**config.mk**
```make
export PLATFORM = sky130hd
export DESIGN_NAME = sha256_stream_hasher
export DESIGN_NICKNAME = d
export VERILOG_FILES = /design/src/rtl/core/sha256sh_pkg.sv /design/src/rtl/core/sha256_stream_hasher.sv
export SDC_FILE = /design/constraint.sdc
export NUM_CORES = 2
export LEC_CHECK = 0
export BUFFER_PORTS_ARGS = -buffer_cell sky130_fd_sc_hd__buf_2
export CORE_MARGIN = 2
export CORE_UTILIZATION = 50
export CTS_BUF_LIST = sky130_fd_sc_hd__clkbuf_4 sky130_fd_sc_hd__clkbuf_8
export CTS_CLUSTER_SIZE = 10
export DETAILED_ROUTE_END_ITERATION = 10
export PLACE_DENSITY = 0.65
export SLEW_MARGIN = 30
export SYNTH_ARGS = -nofsm -noshare
export SYNTH_HDL_FRONTEND = slang
export SYNTH_SLANG_ARGS = --single-unit
```
**constraint.sdc**
```tcl
create_clock -name clk -period 12.9 [get_ports clk]
set_clock_uncertainty 0.05 [all_clocks]
set_input_delay 1.29 -clock clk [delete_from_list [all_inputs] [get_ports clk]]
set_output_delay 1.29 -clock clk [all_outputs]
set_load 0.1 [all_outputs]
```
**src/rtl/core/sha256sh_pkg.sv**
```systemverilog
// types, constants and round functions of the sha-256 stream hasher
package sha256sh_pkg;

  localparam int WordW  = 32;
  localparam int NWords = 8;

  typedef struct packed {
    logic [7:0] message_byte;
    logic       has_byte;
    logic       last;
  } in_item_t;

  typedef struct packed {
    logic [WordW-1:0] digest_word;
    logic [2:0]       word_index;
    logic             digest_last;
  } out_item_t;

  localparam logic [WordW-1:0] H_INIT [NWords] = '{
    32'h6a09e667, 32'hbb67ae85, 32'h3c6ef372, 32'ha54ff53a,
    32'h510e527f, 32'h9b05688c, 32'h1f83d9ab, 32'h5be0cd19
  };

  function automatic logic [31:0] bsig0(input logic [31:0] x);
    return {x[1:0], x[31:2]} ^ {x[12:0], x[31:13]} ^ {x[21:0], x[31:22]};
  endfunction

  function automatic logic [31:0] bsig1(input logic [31:0] x);
    return {x[5:0], x[31:6]} ^ {x[10:0], x[31:11]} ^ {x[24:0], x[31:25]};
  endfunction

  function automatic logic [31:0] ssig0(input logic [31:0] x);
    return {x[6:0], x[31:7]} ^ {x[17:0], x[31:18]} ^ {3'b000, x[31:3]};
  endfunction

  function automatic logic [31:0] ssig1(input logic [31:0] x);
    return {x[16:0], x[31:17]} ^ {x[18:0], x[31:19]} ^ {10'b0, x[31:10]};
  endfunction

  function automatic logic [31:0] ch_f(input logic [31:0] e, input logic [31:0] f,
                                       input logic [31:0] g);
    return (e & f) ^ (~e & g);
  endfunction

  function automatic logic [31:0] maj_f(input logic [31:0] a, input logic [31:0] b,
                                        input logic [31:0] c);
    return (a & b) ^ (a & c) ^ (b & c);
  endfunction

  function automatic logic [31:0] k_const(input logic [5:0] t);
    logic [31:0] k;
    case (t)
      6'd0:  k = 32'h428a2f98;  6'd1:  k = 32'h71374491;
      6'd2:  k = 32'hb5c0fbcf;  6'd3:  k = 32'he9b5dba5;
      6'd4:  k = 32'h3956c25b;  6'd5:  k = 32'h59f111f1;
      6'd6:  k = 32'h923f82a4;  6'd7:  k = 32'hab1c5ed5;
      6'd8:  k = 32'hd807aa98;  6'd9:  k = 32'h12835b01;
      6'd10: k = 32'h243185be;  6'd11: k = 32'h550c7dc3;
      6'd12: k = 32'h72be5d74;  6'd13: k = 32'h80deb1fe;
      6'd14: k = 32'h9bdc06a7;  6'd15: k = 32'hc19bf174;
      6'd16: k = 32'he49b69c1;  6'd17: k = 32'hefbe4786;
      6'd18: k = 32'h0fc19dc6;  6'd19: k = 32'h240ca1cc;
      6'd20: k = 32'h2de92c6f;  6'd21: k = 32'h4a7484aa;
      6'd22: k = 32'h5cb0a9dc;  6'd23: k = 32'h76f988da;
      6'd24: k = 32'h983e5152;  6'd25: k = 32'ha831c66d;
      6'd26: k = 32'hb00327c8;  6'd27: k = 32'hbf597fc7;
      6'd28: k = 32'hc6e00bf3;  6'd29: k = 32'hd5a79147;
      6'd30: k = 32'h06ca6351;  6'd31: k = 32'h14292967;
      6'd32: k = 32'h27b70a85;  6'd33: k = 32'h2e1b2138;
      6'd34: k = 32'h4d2c6dfc;  6'd35: k = 32'h53380d13;
      6'd36: k = 32'h650a7354;  6'd37: k = 32'h766a0abb;
      6'd38: k = 32'h81c2c92e;  6'd39: k = 32'h92722c85;
      6'd40: k = 32'ha2bfe8a1;  6'd41: k = 32'ha81a664b;
      6'd42: k = 32'hc24b8b70;  6'd43: k = 32'hc76c51a3;
      6'd44: k = 32'hd192e819;  6'd45: k = 32'hd6990624;
      6'd46: k = 32'hf40e3585;  6'd47: k = 32'h106aa070;
      6'd48: k = 32'h19a4c116;  6'd49: k = 32'h1e376c08;
      6'd50: k = 32'h2748774c;  6'd51: k = 32'h34b0bcb5;
      6'd52: k = 32'h391c0cb3;  6'd53: k = 32'h4ed8aa4a;
      6'd54: k = 32'h5b9cca4f;  6'd55: k = 32'h682e6ff3;
      6'd56: k = 32'h748f82ee;  6'd57: k = 32'h78a5636f;
      6'd58: k = 32'h84c87814;  6'd59: k = 32'h8cc70208;
      6'd60: k = 32'h90befffa;  6'd61: k = 32'ha4506ceb;
      6'd62: k = 32'hbef9a3f7;  6'd63: k = 32'hc67178f2;
      default: k = 32'h0;
    endcase
    return k;
  endfunction

endpackage

```
**src/rtl/core/sha256_stream_hasher.sv**
```systemverilog
// sha-256 stream hasher top level: byte packing, padding, round unit, digest output
//
//   channel | direction | payload                                   | handshake
//   --------+-----------+-------------------------------------------+-------------------
//   in_     | in        | message_byte, has_byte, last              | in_valid/in_ready
//   out_    | out       | digest_word, word_index, digest_last      | out_valid/out_ready
//   cfg_    | in        | double_hash                               | cfg_valid/cfg_ready
//
// one byte per cycle while no block is in flight; the 64th byte of a block starts
// the rounds of the single round unit and then the fold into the chaining words
// a last transaction adds the padding bytes (up to 72) and the compressions,
// double mode adds a load step, 32 padding bytes and one more compression
// the eight digest words leave one per accepted cycle; in_ready is low meanwhile
// reset is synchronous and active low, no clearing pass; cfg_ready is always high
module sha256_stream_hasher (
  input  logic                   clk,
  input  logic                   rst_n,
  input  logic                   in_valid,
  output logic                   in_ready,
  input  sha256sh_pkg::in_item_t  in_item,
  output logic                   out_valid,
  input  logic                   out_ready,
  output sha256sh_pkg::out_item_t out_item,
  input  logic                   cfg_valid,
  output logic                   cfg_ready,
  input  logic                   cfg_double_hash
);
  import sha256sh_pkg::*;

  typedef enum logic [5:0] {
    S_IDLE   = 6'b000001,
    S_PAD    = 6'b000010,
    S_ROUND  = 6'b000100,
    S_FOLD   = 6'b001000,
    S_REHASH = 6'b010000,
    S_OUT    = 6'b100000
  } state_t;

  state_t       state_r, state_nxt;
  logic [5:0]   fill_r, fill_nxt;
  logic [63:0]  bitlen_r, bitlen_nxt;
  logic [511:0] blk_r, blk_nxt;
  logic [31:0]  chain_r [NWords];
  logic [31:0]  chain_nxt [NWords];
  logic [31:0]  wk_r [NWords];
  logic [31:0]  wk_nxt [NWords];
  logic [5:0]   rnd_r, rnd_nxt;
  logic         pend_r, pend_nxt;
  logic         pad_r, pad_nxt;
  logic         mark_r, mark_nxt;
  logic         extra_r, extra_nxt;
  logic         second_r, second_nxt;
  logic         dbl_r, dbl_nxt;
  logic [2:0]   oidx_r, oidx_nxt;

  logic         in_fire, out_fire;
  logic         shift_byte;
  logic [7:0]   byte_val, pad_byte;
  logic [31:0]  win0, win1, win9, win14, w_new, t1, t2;

  assign in_fire  = in_valid && in_ready;
  assign out_fire = out_valid && out_ready;

  // schedule taps: oldest word at the top of the window
  assign win0  = blk_r[511:480];
  assign win1  = blk_r[479:448];
  assign win9  = blk_r[223:192];
  assign win14 = blk_r[63:32];

  assign w_new = (rnd_r[5:4] == 2'b00) ? win0
               : win0 + ssig0(win1) + win9 + ssig1(win14);
  assign t1 = wk_r[7] + bsig1(wk_r[4]) + ch_f(wk_r[4], wk_r[5], wk_r[6])
            + k_const(rnd_r) + w_new;
  assign t2 = bsig0(wk_r[0]) + maj_f(wk_r[0], wk_r[1], wk_r[2]);

  always_comb begin
    if (!mark_r) begin
      pad_byte = 8'h80;
    end else if ((fill_r < 6'd56) || extra_r) begin
      pad_byte = 8'h00;
    end else begin
      pad_byte = bitlen_r[{~fill_r[2:0], 3'b000} +: 8];
    end
  end

  assign out_item  = '{digest_word: chain_r[oidx_r], word_index: oidx_r,
                       digest_last: (oidx_r == 3'd7)};
  assign cfg_ready = 1'b1;

  always_comb begin
    state_nxt  = state_r;
    fill_nxt   = fill_r;
    bitlen_nxt = bitlen_r;
    blk_nxt    = blk_r;
    chain_nxt  = chain_r;
    wk_nxt     = wk_r;
    rnd_nxt    = rnd_r;
    pend_nxt   = pend_r;
    pad_nxt    = pad_r;
    mark_nxt   = mark_r;
    extra_nxt  = extra_r;
    second_nxt = second_r;
    dbl_nxt    = dbl_r;
    oidx_nxt   = oidx_r;
    in_ready   = 1'b0;
    out_valid  = 1'b0;
    shift_byte = 1'b0;
    byte_val   = in_item.message_byte;

    if (cfg_valid) begin
      dbl_nxt = cfg_double_hash;
    end

    case (state_r)
      S_IDLE: begin
        in_ready = 1'b1;
        if (in_fire) begin
          if (in_item.has_byte) begin
            shift_byte = 1'b1;
            bitlen_nxt = bitlen_r + 64'd8;
          end
          if (in_item.has_byte && (fill_r == 6'd63)) begin
            state_nxt = S_ROUND;
            pend_nxt  = in_item.last;
          end else if (in_item.last) begin
            state_nxt = S_PAD;
            pad_nxt   = 1'b1;
            mark_nxt  = 1'b0;
            extra_nxt = 1'b0;
          end
        end
      end
      S_PAD: begin
        shift_byte = 1'b1;
        byte_val   = pad_byte;
        if (!mark_r) begin
          mark_nxt  = 1'b1;
          extra_nxt = (fill_r >= 6'd56);
        end
        if (fill_r == 6'd63) begin
          state_nxt = S_ROUND;
        end
      end
      S_ROUND: begin
        blk_nxt   = {blk_r[479:0], w_new};
        wk_nxt[7] = wk_r[6];
        wk_nxt[6] = wk_r[5];
        wk_nxt[5] = wk_r[4];
        wk_nxt[4] = wk_r[3] + t1;
        wk_nxt[3] = wk_r[2];
        wk_nxt[2] = wk_r[1];
        wk_nxt[1] = wk_r[0];
        wk_nxt[0] = t1 + t2;
        rnd_nxt   = rnd_r + 6'd1;
        if (rnd_r == 6'd63) begin
          state_nxt = S_FOLD;
        end
      end
      S_FOLD: begin
        for (int j = 0; j < NWords; j++) begin
          chain_nxt[j] = chain_r[j] + wk_r[j];
        end
        if (pad_r) begin
          if (extra_r) begin
            extra_nxt = 1'b0;
            state_nxt = S_PAD;
          end else if (dbl_r && !second_r) begin
            state_nxt = S_REHASH;
          end else begin
            oidx_nxt  = 3'd0;
            state_nxt = S_OUT;
          end
        end else if (pend_r) begin
          pend_nxt  = 1'b0;
          pad_nxt   = 1'b1;
          mark_nxt  = 1'b0;
          extra_nxt = 1'b0;
          state_nxt = S_PAD;
        end else begin
          state_nxt = S_IDLE;
        end
      end
      S_REHASH: begin
        blk_nxt[255:0] = {chain_r[0], chain_r[1], chain_r[2], chain_r[3],
                          chain_r[4], chain_r[5], chain_r[6], chain_r[7]};
        fill_nxt   = 6'd32;
        chain_nxt  = H_INIT;
        bitlen_nxt = 64'd256;
        second_nxt = 1'b1;
        mark_nxt   = 1'b0;
        extra_nxt  = 1'b0;
        state_nxt  = S_PAD;
      end
      S_OUT: begin
        out_valid = 1'b1;
        if (out_fire) begin
          oidx_nxt = oidx_r + 3'd1;
          if (oidx_r == 3'd7) begin
            chain_nxt  = H_INIT;
            fill_nxt   = 6'd0;
            bitlen_nxt = 64'd0;
            second_nxt = 1'b0;
            pad_nxt    = 1'b0;
            state_nxt  = S_IDLE;
          end
        end
      end
      default: begin
        state_nxt = S_IDLE;
      end
    endcase

    // byte path into the block, block full starts the rounds
    if (shift_byte) begin
      blk_nxt  = {blk_r[503:0], byte_val};
      fill_nxt = fill_r + 6'd1;
      if (fill_r == 6'd63) begin
        wk_nxt  = chain_r;
        rnd_nxt = 6'd0;
      end
    end
  end

  always_ff @(posedge clk) begin
    if (!rst_n) begin
      state_r  <= S_IDLE;
      fill_r   <= 6'd0;
      bitlen_r <= 64'd0;
      chain_r  <= H_INIT;
      rnd_r    <= 6'd0;
      pend_r   <= 1'b0;
      pad_r    <= 1'b0;
      mark_r   <= 1'b0;
      extra_r  <= 1'b0;
      second_r <= 1'b0;
      dbl_r    <= 1'b0;
      oidx_r   <= 3'd0;
    end else begin
      state_r  <= state_nxt;
      fill_r   <= fill_nxt;
      bitlen_r <= bitlen_nxt;
      chain_r  <= chain_nxt;
      rnd_r    <= rnd_nxt;
      pend_r   <= pend_nxt;
      pad_r    <= pad_nxt;
      mark_r   <= mark_nxt;
      extra_r  <= extra_nxt;
      second_r <= second_nxt;
      dbl_r    <= dbl_nxt;
      oidx_r   <= oidx_nxt;
    end
  end

  always_ff @(posedge clk) begin
    blk_r <= blk_nxt;
    wk_r  <= wk_nxt;
  end

endmodule

```
==> results.sh <==
export IMPL_synth_cell_types=86
export IMPL_hold_buffers=0
export IMPL_crit_path_frequent_cell="fa_1"
export IMPL_synth_nets=9720
export IMPL_grt_pass1_vias=65087
export IMPL_die_x_um=396
export IMPL_wire_per_inst_um=28.5
export IMPL_start_kind="register"
export IMPL_syn_area_per_cell_um2=8.43
export IMPL_antenna_found_initial=53
export IMPL_clock_sinks=1144
export IMPL_ys_seq_area_share_pct=36.5
export IMPL_ys_ff_latch=1144
export IMPL_fin_crit_ns=11.76
export IMPL_synthTopCellsByArea="edfxtp_1, dfxtp_1, nand2_1"
export IMPL_clkTransAtPathRegs_ns=0.06
export IMPL_ant_nets=0
export IMPL_grt_pass1_wl_um=452000
export IMPL_drt_drc_violations_left=0
export IMPL_fin_setup_tns_ns=0
export IMPL_vias_per_cell=6.33
export IMPL_slowest_delay_ns=0.68
export IMPL_async_flop_share_pct=0
export IMPL_end_kind="register"
export IMPL_drive_above_1_share_pct=8.52
export IMPL_track_usage_pct=39.5
export IMPL_synth_main_ff_cell="dfxtp_1"
export IMPL_syn_cell_area_um2=76900
export IMPL_initial_core_util_pct=50.5
export IMPL_cts_root_buffer="clkbuf_8"
export IMPL_yosysTopAreaCellShare_pct=20.0
export IMPL_h_tree_depth=4
export IMPL_coreArea_um2=152000
export IMPL_synth_edf_count=512
export IMPL_drv_slew=0
export IMPL_die_y_um=396
export IMPL_hp_class="reg2reg"
export IMPL_wl_um=318000
export IMPL_dp_cells=10757
export IMPL_hold_violations=0
export IMPL_vias=70638
export IMPL_drt_pass1_iterations=7
export IMPL_cts_buffers=206
export IMPL_arrival_ns=12.56
export IMPL_synthesis_instances=9114
export IMPL_worst_pin_slew_ns=1.23
export IMPL_post_cts_buffers=0
export IMPL_rows=143
export IMPL_clockBufferDepth=3
export IMPL_slowest_stage="fa_1"
export IMPL_cap_violations=0
export IMPL_path_class="reg2reg"
export IMPL_gp_congestion=1.03
export IMPL_hpwl_um=236000
export IMPL_grt_ovfl_total=0
export IMPL_finalSetupViolations=0
export IMPL_layout_nets=9542
export IMPL_timing_fmax_ghz=0.0850
export IMPL_first_iter_violations=9692
export IMPL_clock_latency_ns=1.00
export IMPL_status="finished, final reports clean"
export IMPL_critPathMaxFanout=7
export IMPL_port_buffers=53
export IMPL_ys_warn_count=0
export IMPL_rsz0062_at_grt="no"
export IMPL_syn_to_final_growth_pct=8.50
export IMPL_fin_crit_sh_pct=91.2
export IMPL_dieArea_um2=157000
export IMPL_crit_required_ns=13.70
export IMPL_post_cts_resized=0
export IMPL_cts_tree="built"
export IMPL_instances_no_fill=11160
export IMPL_grt_max_degree=198
export IMPL_yosys_area_top_type="edfxtp_1"
export IMPL_relSlewSlack_pct=17.1
export IMPL_ios=55
-- kinds of logic after synthesis --
group | Yosys count | share of synthesized area [%]
AND/OR/NAND/NOR | 3208 | 17.3
AO/OA/AOI/OAI | 2293 | 18.8
flip-flops | 1144 | 36.5
buffers and inverters | 1092 | 5.36
XOR/XNOR | 606 | 6.92
adder cells (fa/ha/maj) | 594 | 11.6
multiplexers | 176 | 3.66
other | 1 | 0.00488
-- through the flow --
stage / utilization, % / hold WS [ns] / setup WS (ns) / instance area (µm²)
finish: 54.8 / 0.448 / 1.14 / 83400
global route: 54.7 / 0.465 / 0.420 / 83300
detailed placement: 51.8 / 0.428 / 1.55 / 78900
CTS: 54.7 / 0.441 / 1.47 / 83300
global placement: 51.7 / 0.421 / 1.14 / 78800
floorplan: - / 0.394 / 3.05 / 76900
-- cells in the final DEF, fill, tap and decap left out, types with 43 or more instances in the layout --
master | Yosys | routed
o21bai_1 | 61 | 61
nand2_1 | 1612 | 1604
o21ai_0 | 425 | 417
xnor2_1 | 348 | 342
clkbuf_4 | 0 | 83
a22oi_1 | 98 | 98
and3_1 | 52 | 51
ha_1 | 395 | 394
o22ai_1 | 331 | 331
buf_2 | 7 | 52
nor2_1 | 1075 | 1068
a21o_1 | 214 | 214
a21oi_1 | 518 | 516
edfxtp_1 | 512 | 512
a211oi_1 | 51 | 51
nor3_1 | 83 | 83
a31oi_1 | 257 | 257
mux4_2 | 77 | 77
inv_1 | 513 | 512
fa_1 | 195 | 195
mux2_2 | 67 | 67
buf_4 | 2 | 129
xor2_1 | 257 | 256
o211ai_1 | 47 | 47
nand3_1 | 106 | 106
nand2b_1 | 55 | 55
or3_1 | 43 | 43
dfxtp_1 | 632 | 629
clkbuf_8 | 0 | 235
-- worst paths after layout --
kind                            to  slack, ns  cells past startpoint             startpoint
max reg2reg      wk_r[127]$_DFF_P_       1.14                     44   blk_r[456]$_DFFE_PP_
min          second_r$_SDFFE_PN0P_       0.45                      2  second_r$_SDFFE_PN0P_
max              wk_r[127]$_DFF_P_       1.14                     44   blk_r[456]$_DFFE_PP_
min reg2reg  second_r$_SDFFE_PN0P_       0.45                      2  second_r$_SDFFE_PN0P_
-- registers in the layout, summed over array words and instances (netlist names), 3 cells and up, named ones only --
name and count:
blk_r 512, state_r 6, fill_r 6, chain_r 256, rnd_r 6, bitlen_r 61
oidx_r 3, wk_r 256
-- Yosys cell counts, drive strengths merged (106+ instances only) --
cell    number
a21o       214
a21oi      518
a31oi      257
clkbuf     505
dfxtp      632
edfxtp     512
fa         195
ha         395
inv        515
nand2     1613
nand3      106
nor2      1076
o21ai      432
o22ai      331
xnor2      349
xor2       257
-- worst max-delay path: cells and delay by family, from the launching register on --
kind | cells | cell delay (ns)
compound gates | 18 | 4.77
fa+ha+maj | 9 | 3.98
simple gates | 9 | 1.41
xor+xnor | 4 | 0.69
flops | 1 | 0.49
buf+inv | 4 | 0.20
-- cell type report --
class | instances | area, µm²
fillers | 14121 | 68900
multi-input cells | 6878 | 45000
clock inverters | 64 | 568
diodes | 20 | 50.0
flip-flops and latches | 1144 | 28000
inverters | 517 | 1940
well taps | 2030 | 2540
clock buffers | 318 | 3860
repair buffers | 189 | 1390
-- routing by layer --
layer,track usage (%),routed length (µm),vias up
li1,-,-,31538
met1,52.1,125000,34062
met2,57.1,133000,4106
met3,13.0,40500,872
met4,20.8,19100,60
met5,0,539,-
Power is not shown: default switching activity piles up to over one toggle a cycle in this logic, so the estimate is an artifact.
